[config.mk]
export PLATFORM = sky130hd
export DESIGN_NAME = substring_search_length_pattern
export DESIGN_NICKNAME = d
export VERILOG_FILES = /design/src/hdl/sslp_pkg.sv /design/src/hdl/substring_search_length_pattern.sv /design/src/hdl/sslp_front.sv /design/src/hdl/sslp_queue.sv /design/src/hdl/sslp_back.sv
export SDC_FILE = /design/constraint.sdc
export NUM_CORES = 2
export LEC_CHECK = 0
export ABC_CLOCK_PERIOD_IN_PS = 4400
export BUFFER_PORTS_ARGS = -buffer_cell sky130_fd_sc_hd__buf_4
export CAP_MARGIN = 20
export CORE_MARGIN = 1
export CORE_UTILIZATION = 35
export DETAILED_ROUTE_END_ITERATION = 8
export PLACE_DENSITY = 0.5
export SKIP_LAST_GASP = 1
export SYNTH_ARGS = -nofsm -noshare
export SYNTH_HDL_FRONTEND = slang
export SYNTH_SLANG_ARGS = --single-unit
[constraint.sdc]
create_clock -name i_clk -period 4.4 [get_ports i_clk]
set_input_delay 0.66 -clock i_clk [delete_from_list [all_inputs] [get_ports i_clk]]
set_output_delay 0.66 -clock i_clk [all_outputs]
set_load 0.01 [all_outputs]
[src/hdl/sslp_pkg.sv]
// Shared types and constants for the substring search block.
// Used by the front stage, the command queue, the search engine and the top level.
`default_nettype none

package sslp_pkg;

    // Fixed widths of the pattern registers and of the byte lane
    localparam int BYTE_W    = 8;
    localparam int LEN_W     = 5;
    localparam int PAT_BYTES = 16;
    localparam int PAT_W     = PAT_BYTES * BYTE_W;
    localparam int CFG_W     = 64;
    localparam int ADDR_W    = 5;

    // Register indexes on the configuration port (byte address = 8 * index)
    localparam logic [1:0] REG_PAT_LOW  = 2'd0;
    localparam logic [1:0] REG_PAT_HIGH = 2'd1;
    localparam logic [1:0] REG_PAT_LEN  = 2'd2;

    // One classified request passed from the front to the search engine
    typedef struct packed {
        logic [BYTE_W-1:0] text_byte;
        logic              holds_byte;
        logic              is_last;
    } t_cmd;

    // Search engine sequencer
    typedef enum logic [1:0] {
        ST_IDLE,
        ST_ISSUE,
        ST_CMP,
        ST_DONE
    } t_state;

endpackage

`default_nettype wire

[src/hdl/substring_search_length_pattern.sv]
// Substring search top level: configuration registers, front stage, queue, search engine.
// Bytes append at one per cycle while the search engine is idle; each passes the front register and a queue entry.
// A closing request compares the buffer one byte at a time, each compare passing an issue
// state and a compare state, set by the single registered read port of the text store.
// Synchronous active-low reset clears the pattern registers (length one) and empties the buffer.
// Depends on sslp_pkg, sslp_front, sslp_queue and sslp_back.
`default_nettype none

module substring_search_length_pattern
    import sslp_pkg::*;
#(
    parameter int BUF_DEPTH = 256,
    parameter int PAT_MAX   = 16
) (
    input  wire logic                          i_clk,
    input  wire logic                          i_rst_n,
    input  wire logic                          i_in_valid,
    output logic                               o_in_stall,
    input  wire logic [BYTE_W-1:0]             i_text_byte,
    input  wire logic                          i_holds_byte,
    input  wire logic                          i_is_last,
    output logic                               o_out_valid,
    input  wire logic                          i_out_stall,
    output logic                               o_found,
    output logic [$clog2(BUF_DEPTH+1)-1:0]     o_end_position,
    input  wire logic                          psel,
    input  wire logic                          penable,
    input  wire logic                          pwrite,
    input  wire logic [ADDR_W-1:0]             paddr,
    input  wire logic [CFG_W-1:0]              pwdata,
    output logic [CFG_W-1:0]                   prdata,
    output logic                               pready
);

    logic [CFG_W-1:0] r_pat_low;
    logic [CFG_W-1:0] r_pat_high;
    logic [LEN_W-1:0] r_pat_len;
    logic             cfg_wr;
    logic [1:0]       reg_idx;

    logic q_full;
    logic q_push;
    logic q_empty;
    logic q_pop;
    t_cmd front_cmd;
    t_cmd q_cmd;

    assign pready  = 1'b1;
    assign cfg_wr  = psel && penable && pwrite && pready;
    assign reg_idx = paddr[4:3];

    // Write configuration registers
    always_ff @(posedge i_clk) begin
        if (!i_rst_n) begin
            r_pat_low  <= '0;
            r_pat_high <= '0;
            r_pat_len  <= LEN_W'(1);
        end else if (cfg_wr) begin
            unique case (reg_idx)
                REG_PAT_LOW:  r_pat_low  <= pwdata;
                REG_PAT_HIGH: r_pat_high <= pwdata;
                REG_PAT_LEN:  r_pat_len  <= pwdata[LEN_W-1:0];
                default: begin
                end
            endcase
        end
    end

    // Read back configuration registers
    always_comb begin
        unique case (reg_idx)
            REG_PAT_LOW:  prdata = r_pat_low;
            REG_PAT_HIGH: prdata = r_pat_high;
            REG_PAT_LEN:  prdata = CFG_W'(r_pat_len);
            default:      prdata = '0;
        endcase
    end

    sslp_front u_front (
        .i_clk        (i_clk),
        .i_rst_n      (i_rst_n),
        .i_in_valid   (i_in_valid),
        .o_in_stall   (o_in_stall),
        .i_text_byte  (i_text_byte),
        .i_holds_byte (i_holds_byte),
        .i_is_last    (i_is_last),
        .i_q_full     (q_full),
        .o_q_push     (q_push),
        .o_q_cmd      (front_cmd)
    );

    sslp_queue u_queue (
        .i_clk   (i_clk),
        .i_rst_n (i_rst_n),
        .i_push  (q_push),
        .i_cmd   (front_cmd),
        .o_full  (q_full),
        .i_pop   (q_pop),
        .o_empty (q_empty),
        .o_cmd   (q_cmd)
    );

    sslp_back #(
        .BUF_DEPTH (BUF_DEPTH),
        .PAT_MAX   (PAT_MAX)
    ) u_back (
        .i_clk            (i_clk),
        .i_rst_n          (i_rst_n),
        .i_q_empty        (q_empty),
        .i_q_cmd          (q_cmd),
        .o_q_pop          (q_pop),
        .i_pattern        ({r_pat_high, r_pat_low}),
        .i_pattern_length (r_pat_len),
        .o_out_valid      (o_out_valid),
        .i_out_stall      (i_out_stall),
        .o_found          (o_found),
        .o_end_position   (o_end_position)
    );

endmodule

`default_nettype wire

[src/hdl/sslp_front.sv]
// Input stage: registers each request, drops idle requests and feeds the queue.
// Depends on sslp_pkg for the request type.
`default_nettype none

module sslp_front
    import sslp_pkg::*;
(
    input  wire logic              i_clk,
    input  wire logic              i_rst_n,
    input  wire logic              i_in_valid,
    output logic                   o_in_stall,
    input  wire logic [BYTE_W-1:0] i_text_byte,
    input  wire logic              i_holds_byte,
    input  wire logic              i_is_last,
    input  wire logic              i_q_full,
    output logic                   o_q_push,
    output t_cmd                   o_q_cmd
);

    logic r_valid;
    t_cmd r_cmd;
    logic accept;

    // Hold the request while the queue is full
    assign o_in_stall = r_valid && i_q_full;
    assign accept     = i_in_valid && !o_in_stall;
    assign o_q_push   = r_valid && !i_q_full;
    assign o_q_cmd    = r_cmd;

    // Keep only requests that append a byte or close the buffer
    always_ff @(posedge i_clk) begin
        if (!i_rst_n) begin
            r_valid <= 1'b0;
        end else if (accept) begin
            r_valid <= i_holds_byte || i_is_last;
        end else if (o_q_push) begin
            r_valid <= 1'b0;
        end
    end

    // Capture the payload
    always_ff @(posedge i_clk) begin
        if (accept) begin
            r_cmd.text_byte  <= i_text_byte;
            r_cmd.holds_byte <= i_holds_byte;
            r_cmd.is_last    <= i_is_last;
        end
    end

endmodule

`default_nettype wire

[src/hdl/sslp_queue.sv]
// Two-entry request queue between the front stage and the search engine.
// Depends on sslp_pkg for the request type.
`default_nettype none

module sslp_queue
    import sslp_pkg::*;
(
    input  wire logic i_clk,
    input  wire logic i_rst_n,
    input  wire logic i_push,
    input  wire t_cmd i_cmd,
    output logic      o_full,
    input  wire logic i_pop,
    output logic      o_empty,
    output t_cmd      o_cmd
);

    t_cmd       r_entry [2];
    logic       r_wr_ptr;
    logic       r_rd_ptr;
    logic [1:0] r_count;

    assign o_full  = (r_count == 2'd2);
    assign o_empty = (r_count == 2'd0);
    assign o_cmd   = r_entry[r_rd_ptr];

    // Advance pointers and occupancy
    always_ff @(posedge i_clk) begin
        if (!i_rst_n) begin
            r_wr_ptr <= 1'b0;
            r_rd_ptr <= 1'b0;
            r_count  <= 2'd0;
        end else begin
            if (i_push) begin
                r_wr_ptr <= !r_wr_ptr;
            end
            if (i_pop) begin
                r_rd_ptr <= !r_rd_ptr;
            end
            r_count <= r_count + 2'(i_push) - 2'(i_pop);
        end
    end

    // Store the pushed request
    always_ff @(posedge i_clk) begin
        if (i_push) begin
            r_entry[r_wr_ptr] <= i_cmd;
        end
    end

endmodule

`default_nettype wire

[src/hdl/sslp_back.sv]
// Search engine: text store, fill count, byte-compare sequencer and result register.
// Depends on sslp_pkg for the request type, the state type and the widths.
`default_nettype none

module sslp_back
    import sslp_pkg::*;
#(
    parameter int BUF_DEPTH = 256,
    parameter int PAT_MAX   = 16
) (
    input  wire logic                           i_clk,
    input  wire logic                           i_rst_n,
    input  wire logic                           i_q_empty,
    input  wire t_cmd                           i_q_cmd,
    output logic                                o_q_pop,
    input  wire logic [PAT_W-1:0]               i_pattern,
    input  wire logic [LEN_W-1:0]               i_pattern_length,
    output logic                                o_out_valid,
    input  wire logic                           i_out_stall,
    output logic                                o_found,
    output logic [$clog2(BUF_DEPTH+1)-1:0]      o_end_position
);

    localparam int POS_W = $clog2(BUF_DEPTH + 1);
    localparam int AW    = $clog2(BUF_DEPTH);

    logic [BYTE_W-1:0] r_store [BUF_DEPTH];
    logic [BYTE_W-1:0] r_rd_data;

    t_state            r_state;
    t_state            n_state;
    logic [POS_W-1:0]  r_fill;
    logic [POS_W-1:0]  r_i;
    logic [LEN_W-1:0]  r_j;
    logic [LEN_W-1:0]  r_len;
    logic              r_res_found;
    logic [POS_W-1:0]  r_res_pos;
    logic              r_out_valid;
    logic              r_found;
    logic [POS_W-1:0]  r_end_pos;

    logic              wr_en;
    logic              start;
    logic              no_room;
    logic              byte_match;
    logic              last_j;
    logic              out_free;
    logic              load_out;
    logic [LEN_W-1:0]  eff_len;
    logic [POS_W:0]    span_end;
    logic [POS_W-1:0]  rd_pos;
    logic [AW-1:0]     rd_addr;
    logic [BYTE_W-1:0] pat_byte;

    // Clamp the configured length into one to PAT_MAX
    always_comb begin
        priority if (i_pattern_length == '0) begin
            eff_len = LEN_W'(1);
        end else if (i_pattern_length > LEN_W'(PAT_MAX)) begin
            eff_len = LEN_W'(PAT_MAX);
        end else begin
            eff_len = i_pattern_length;
        end
    end

    // Window and compare terms for the current start position
    assign span_end   = {1'b0, r_i} + (POS_W+1)'(r_len);
    assign no_room    = span_end > {1'b0, r_fill};
    assign rd_pos     = r_i + POS_W'(r_j);
    assign rd_addr    = rd_pos[AW-1:0];
    assign pat_byte   = i_pattern[{r_j[3:0], 3'b000} +: BYTE_W];
    assign byte_match = (r_rd_data == pat_byte);
    assign last_j     = (r_j + LEN_W'(1)) == r_len;
    assign out_free   = !r_out_valid || !i_out_stall;

    // Next state
    always_comb begin
        n_state = r_state;
        unique case (r_state)
            ST_IDLE: begin
                if (!i_q_empty && i_q_cmd.is_last) begin
                    n_state = ST_ISSUE;
                end
            end
            ST_ISSUE: begin
                n_state = no_room ? ST_DONE : ST_CMP;
            end
            ST_CMP: begin
                n_state = (byte_match && last_j) ? ST_DONE : ST_ISSUE;
            end
            ST_DONE: begin
                if (out_free) begin
                    n_state = ST_IDLE;
                end
            end
            default: n_state = ST_IDLE;
        endcase
    end

    // Sequencer outputs
    always_comb begin
        o_q_pop  = 1'b0;
        wr_en    = 1'b0;
        start    = 1'b0;
        load_out = 1'b0;
        unique case (r_state)
            ST_IDLE: begin
                o_q_pop = !i_q_empty;
                wr_en   = !i_q_empty && i_q_cmd.holds_byte
                          && (r_fill < POS_W'(BUF_DEPTH));
                start   = !i_q_empty && i_q_cmd.is_last;
            end
            ST_DONE: begin
                load_out = out_free;
            end
            ST_ISSUE, ST_CMP: begin
            end
            default: begin
            end
        endcase
    end

    // Text store: one write port, one registered read port
    always_ff @(posedge i_clk) begin
        if (wr_en) begin
            r_store[r_fill[AW-1:0]] <= i_q_cmd.text_byte;
        end
        r_rd_data <= r_store[rd_addr];
    end

    // Control state
    always_ff @(posedge i_clk) begin
        if (!i_rst_n) begin
            r_state     <= ST_IDLE;
            r_fill      <= '0;
            r_out_valid <= 1'b0;
        end else begin
            r_state <= n_state;
            if (wr_en) begin
                r_fill <= r_fill + POS_W'(1);
            end else if (load_out) begin
                r_fill <= '0;
            end
            if (load_out) begin
                r_out_valid <= 1'b1;
            end else if (!i_out_stall) begin
                r_out_valid <= 1'b0;
            end
        end
    end

    // Search counters and result
    always_ff @(posedge i_clk) begin
        if (start) begin
            r_i         <= '0;
            r_j         <= '0;
            r_len       <= eff_len;
            r_res_found <= 1'b0;
            r_res_pos   <= '0;
        end else if (r_state == ST_CMP) begin
            if (byte_match) begin
                if (last_j) begin
                    r_res_found <= 1'b1;
                    r_res_pos   <= span_end[POS_W-1:0];
                end else begin
                    r_j <= r_j + LEN_W'(1);
                end
            end else begin
                r_i <= r_i + POS_W'(1);
                r_j <= '0;
            end
        end
        if (load_out) begin
            r_found   <= r_res_found;
            r_end_pos <= r_res_pos;
        end
    end

    assign o_out_valid    = r_out_valid;
    assign o_found        = r_found;
    assign o_end_position = r_end_pos;

endmodule

`default_nettype wire

==> metrics list <==
* Status: complete, no violations
- Post-Layout Cell Count: 8699
- Wire length of the first global-routing pass: 348 mm
* Post-synth EDFFs: roughly 2.1k
- For this run, the detailed router's first-pass iteration total came to 5.
* Syn Nets: between 4k and 5k
- Each instance of the synthesized netlist takes up on average 19.6 sq um.
* Top Family by Delay on Critical Path: multiplexers
- Die ar.: 0.261 sq mm
- DRC errors left: 0
- Global routing used 18.6% of the available tracks across all layers.
- Synthesis Warnings: 0
- Clock skew: between 60 and 70 ps
- Count of final hold-check violations: 0
- CP Class: flip-flop to flip-flop
- Yosys attributes the largest share of cell area to sky130_fd_sc_hd__edfxtp_1 (69%), sky130_fd_sc_hd__mux4_2 (16%), sky130_fd_sc_hd__dfxtp_1 (4.0%), sky130_fd_sc_hd__nand2_1 (1.7%), sky130_fd_sc_hd__nor2_1 (1.5%).
* Clock slew at the register clock pins of the worst setup and hold paths: around 60 ps
- Counting distinct cell types in the post-synthesis netlist gives 63.
* Vias per cell: roughly 5.3
- Among all flip-flop cells after synthesis, the most frequent one is sky130_fd_sc_hd__edfxtp_1.
- Entering global routing, the biggest net connects around 160 pins.
- Maximum frequency from static timing analysis: approximately 240 MHz
- Actual slew at the worst max-slew pin: between 1000 and 1500 ps
* Sum of overflow across all layers after global routing: 0
- Final RePlAce weighted congestion: approximately 0.8
* Ratio of cells with drive above 1 in the final layout: 27.9%
- For this configuration, the core starts out at a cell density of about a third.
* H-tree depth: 4
* Cell accounting for the most synthesized area: sky130_fd_sc_hd__edfxtp_1
* Sequential cell area fraction in the yosys report: roughly 73%
* Highest fanout seen on the critical path: 64
* Post-Synthesis Cell Area: between 0.09 and 0.1 sq mm
- The routed layout has between 40k and 50k vias.
- Dividing the detail-routed wire length by the instance count gives approximately 28 um.
- Buffers placed on the I/O ports in this run total between 150 and 200.
* Aggregate routed wire length: 242 mm
- Clock buffer depth: 3
- The number of global-route vias before repair came to 47.0k.
- Flip-flop and latch count after synthesis: 2276
- The synthesized design devotes to its leading area cell type a little over two thirds of total area.
- CP Data Arrival Time: 4890 ps
* Synth-to-Final Area Change: 17.1%
* Peak supply drop: about 0.0004 V
- The worst setup path is launched from a flip-flop.
* # Max-Cap Violations: 0
- The clock net in this run drives a total of around 2.3k sinks.
* Top Ports: 163
- Measured along the y axis, the die boundary spans 511 um.
- Post-synth ARST share: 0%
- The worst setup path is captured at a flip-flop.
- For this block, the initial DRC count from the detailed router was ~4.6k.
- CP Cell Sequence: ha_4 > fa_4 > buf_12 > buf_12 > mux4_2 > mux4_2 > mux2i_1 > a32oi_1 > o221ai_1 > nor2_1
* Largest stage delay on the critical path: 820 ps
- Setup violations remaining at the end of the flow were counted as 0.
- Number of cells after detailed placement: 8179
* Tcrit/Tclk final: 93.6%
* Placeable Area: 0.257 sq mm
* HP Class: input port to flip-flop
- Power density cells: just under 600 mW/mm^2
* Clock tree from TritonCTS: built
* P_leak: roughly 33 nW
* Clock network latency to the later pin of the worst-skew pair: ~900 ps
- For the worst setup path, the data required time is a little over 5000 ps.
- The slowest stage of the critical path is the sky130_fd_sc_hd__fa_4 cell.
- Total CTS buffers: roughly 240
- The max-slew violation count was 0.
- The wire-length estimate of the detail-placed layout is ~150 mm.
- Total Nets Final: 5225
* Setup Buffers After CTS: 0
- Final total negative setup slack: 0 ps
- Number of instances in the synthesized netlist: between 4k and 5k
- Measured against its own limit, the worst slew margin works out to roughly 17%.
- Post-route antenna net violation count: 0
* RSZ-0062 raised after global routing: false
- Summing all placed instances gives a cell area of 0.0976 sq mm.
* Die outline width: around 500 um
- FP Rows: around 190
* Finished Core Util: 41.3%
- The number of buffers and inverters on the critical path is 2.
* CTS Root Buffer Type: sky130_fd_sc_hd__clkbuf_16
- Final design instance area without fill: between 0.1 and 0.15 sq mm
- The layout has approximately 23k filler cells.
- Subtracting the final worst setup slack from the clock period gives 4120 ps.
* Initial antenna violation count: 13
layer usage:
metal	up-vias	routed length [um]	GRT usage, %
li1	19700	-	-
met2	1292	115000	29.6
met1	24600	109000	26.6
met4	12	4870	4.49
met5	-	82	0
met3	285	13700	3.07
placed cells by master (no fill, tap or decap), drive strengths merged, types with 17 or more instances in the layout:
cell type,count
nand2,415
a21boi,131
dlygate4sd3,74
nand3,51
a21oi,20
nor3,32
buf,438
ha,29
mux4,661
dfxtp,183
bufinv,17
o21ai,36
and2,20
xnor2,22
mux2,21
edfxtp,2093
inv,33
nor2,350
xor2,19
clkbuf,294
mux2i,117
clkinv,114
power by group:
part           leakage [nW]  internal [mW]  switching [mW]
Sequential             20.3           25.3           0.199
Clock                  3.70           11.0            8.63
Combinational          9.37           7.93            9.21
flip-flops by register name, summed over array words and instances, names as in the netlist, 2 cells and up, named ones only:
| name | cells |
|---|---|
| u_back.o_end_position | 9 |
| u_front.o_q_cmd | 10 |
| u_queue.r_count | 2 |
| u_back.r_res_pos | 9 |
| r_pat_len | 5 |
| u_back.r_len | 5 |
| u_back.r_fill | 9 |
| r_pat_low | 64 |
| u_back.r_state | 2 |
| u_back.r_i | 9 |
| u_queue.r_entry | 20 |
| r_pat_high | 64 |
| u_back.r_store | 2048 |
| u_back.r_rd_data | 8 |
| u_back.r_j | 5 |
worst paths after layout:
| check | from | endpoint | slack, ps | cells past startpoint |
|---|---|---|---|---|
| max | u_back.r_i[0]$_SDFFE_PP0P_ | u_back.r_rd_data[2]$_DFF_P_ | 280 | 10 |
| min | pwdata[13] | r_pat_low[13]$_SDFFE_PN0P_ | 90 | 3 |
| max reg2reg | u_back.r_i[0]$_SDFFE_PP0P_ | u_back.r_rd_data[2]$_DFF_P_ | 280 | 10 |
| min reg2reg | u_back.r_res_found$_SDFFE_PP0P_ | u_back.o_found$_DFFE_PP_ | 440 | 0 |
area by class of cell:
| cell class | instances | area, sq um | share of cell area, % |
|---|---|---|---|
| sequential | 2276 | 66500 | 62.8 |
| multi-input combinational | 2055 | 23000 | 21.7 |
| clock buffer | 294 | 6200 | 5.85 |
| timing repair buffer | 512 | 4490 | 4.24 |
| tap | 3384 | 4230 | 3.99 |
| clock inverter | 147 | 1450 | 1.37 |
| inverter | 26 | 97.6 | 0.0921 |
| antenna | 5 | 12.5 | 0.0118 |
cell families (layout without fill, tap and decap cells):
family	after synthesis	in the layout	synth area share, %
compound gates	247	247	1.94
xor+xnor	41	41	0.397
other cells	1	6	0.00414
buf+inv	299	979	1.42
simple gates	936	936	4.29
flops	2276	2276	73.5
mux	799	799	18.0
fa+ha+maj	31	31	0.445
Yosys cell counts (all sizes together) (2+ instances only):
| cell | n |
|---|---|
| o21ai | 36 |
| nand2b | 2 |
| mux4 | 661 |
| and2 | 20 |
| nand3 | 51 |
| clkbuf | 167 |
| buf | 106 |
| o41ai | 2 |
| or4 | 3 |
| nor2 | 350 |
| ha | 29 |
| nor4 | 5 |
| a31oi | 8 |
| or3 | 11 |
| inv | 26 |
| edfxtp | 2093 |
| nand2 | 415 |
| and4b | 2 |
| mux2i | 117 |
| xor2 | 19 |
| nor3 | 32 |
| a32oi | 7 |
| xnor2 | 22 |
| a21o | 5 |
| and3 | 8 |
| nand4b | 4 |
| nor3b | 3 |
| fa | 2 |
| dfxtp | 183 |
| a21oi | 20 |
| mux2 | 21 |
| o221ai | 6 |
| o22ai | 6 |
| o31ai | 4 |
| nand4 | 16 |
| a21boi | 131 |
| a22o | 2 |
| a221oi | 6 |
| o21a | 6 |
| nor2b | 11 |
through the flow:
stage / power [mW] / hold WS, ps / setup WS [ps]
final: 62.3 / 90.0 / 281
after global routing: 64.5 / 66.8 / 206
after CTS: 63.1 / 2.81 / 282
after detailed placement: 43.4 / 423 / 313
after global placement: 43.3 / 421 / 268
after floorplan: 37.2 / 408 / 1130
repair_timing:
| action | CTS | global route |
|---|---|---|
| resized for setup | 0 | 0 |
| endpoints found under the hold margin | 138 | 0 |
| hold buffers | 74 | 0 |
worst reg2reg max path, stage by stage, from the launching register on:
cell	delay (ps)
sky130_fd_sc_hd__dfxtp_1	390
sky130_fd_sc_hd__ha_4	200
sky130_fd_sc_hd__fa_4	820
sky130_fd_sc_hd__buf_12	190
sky130_fd_sc_hd__buf_12	330
sky130_fd_sc_hd__mux4_2	520
sky130_fd_sc_hd__mux4_2	530
sky130_fd_sc_hd__mux2i_1	400
sky130_fd_sc_hd__a32oi_1	350
sky130_fd_sc_hd__o221ai_1	180
sky130_fd_sc_hd__nor2_1	80
Power figures use the tool's default switching activity.
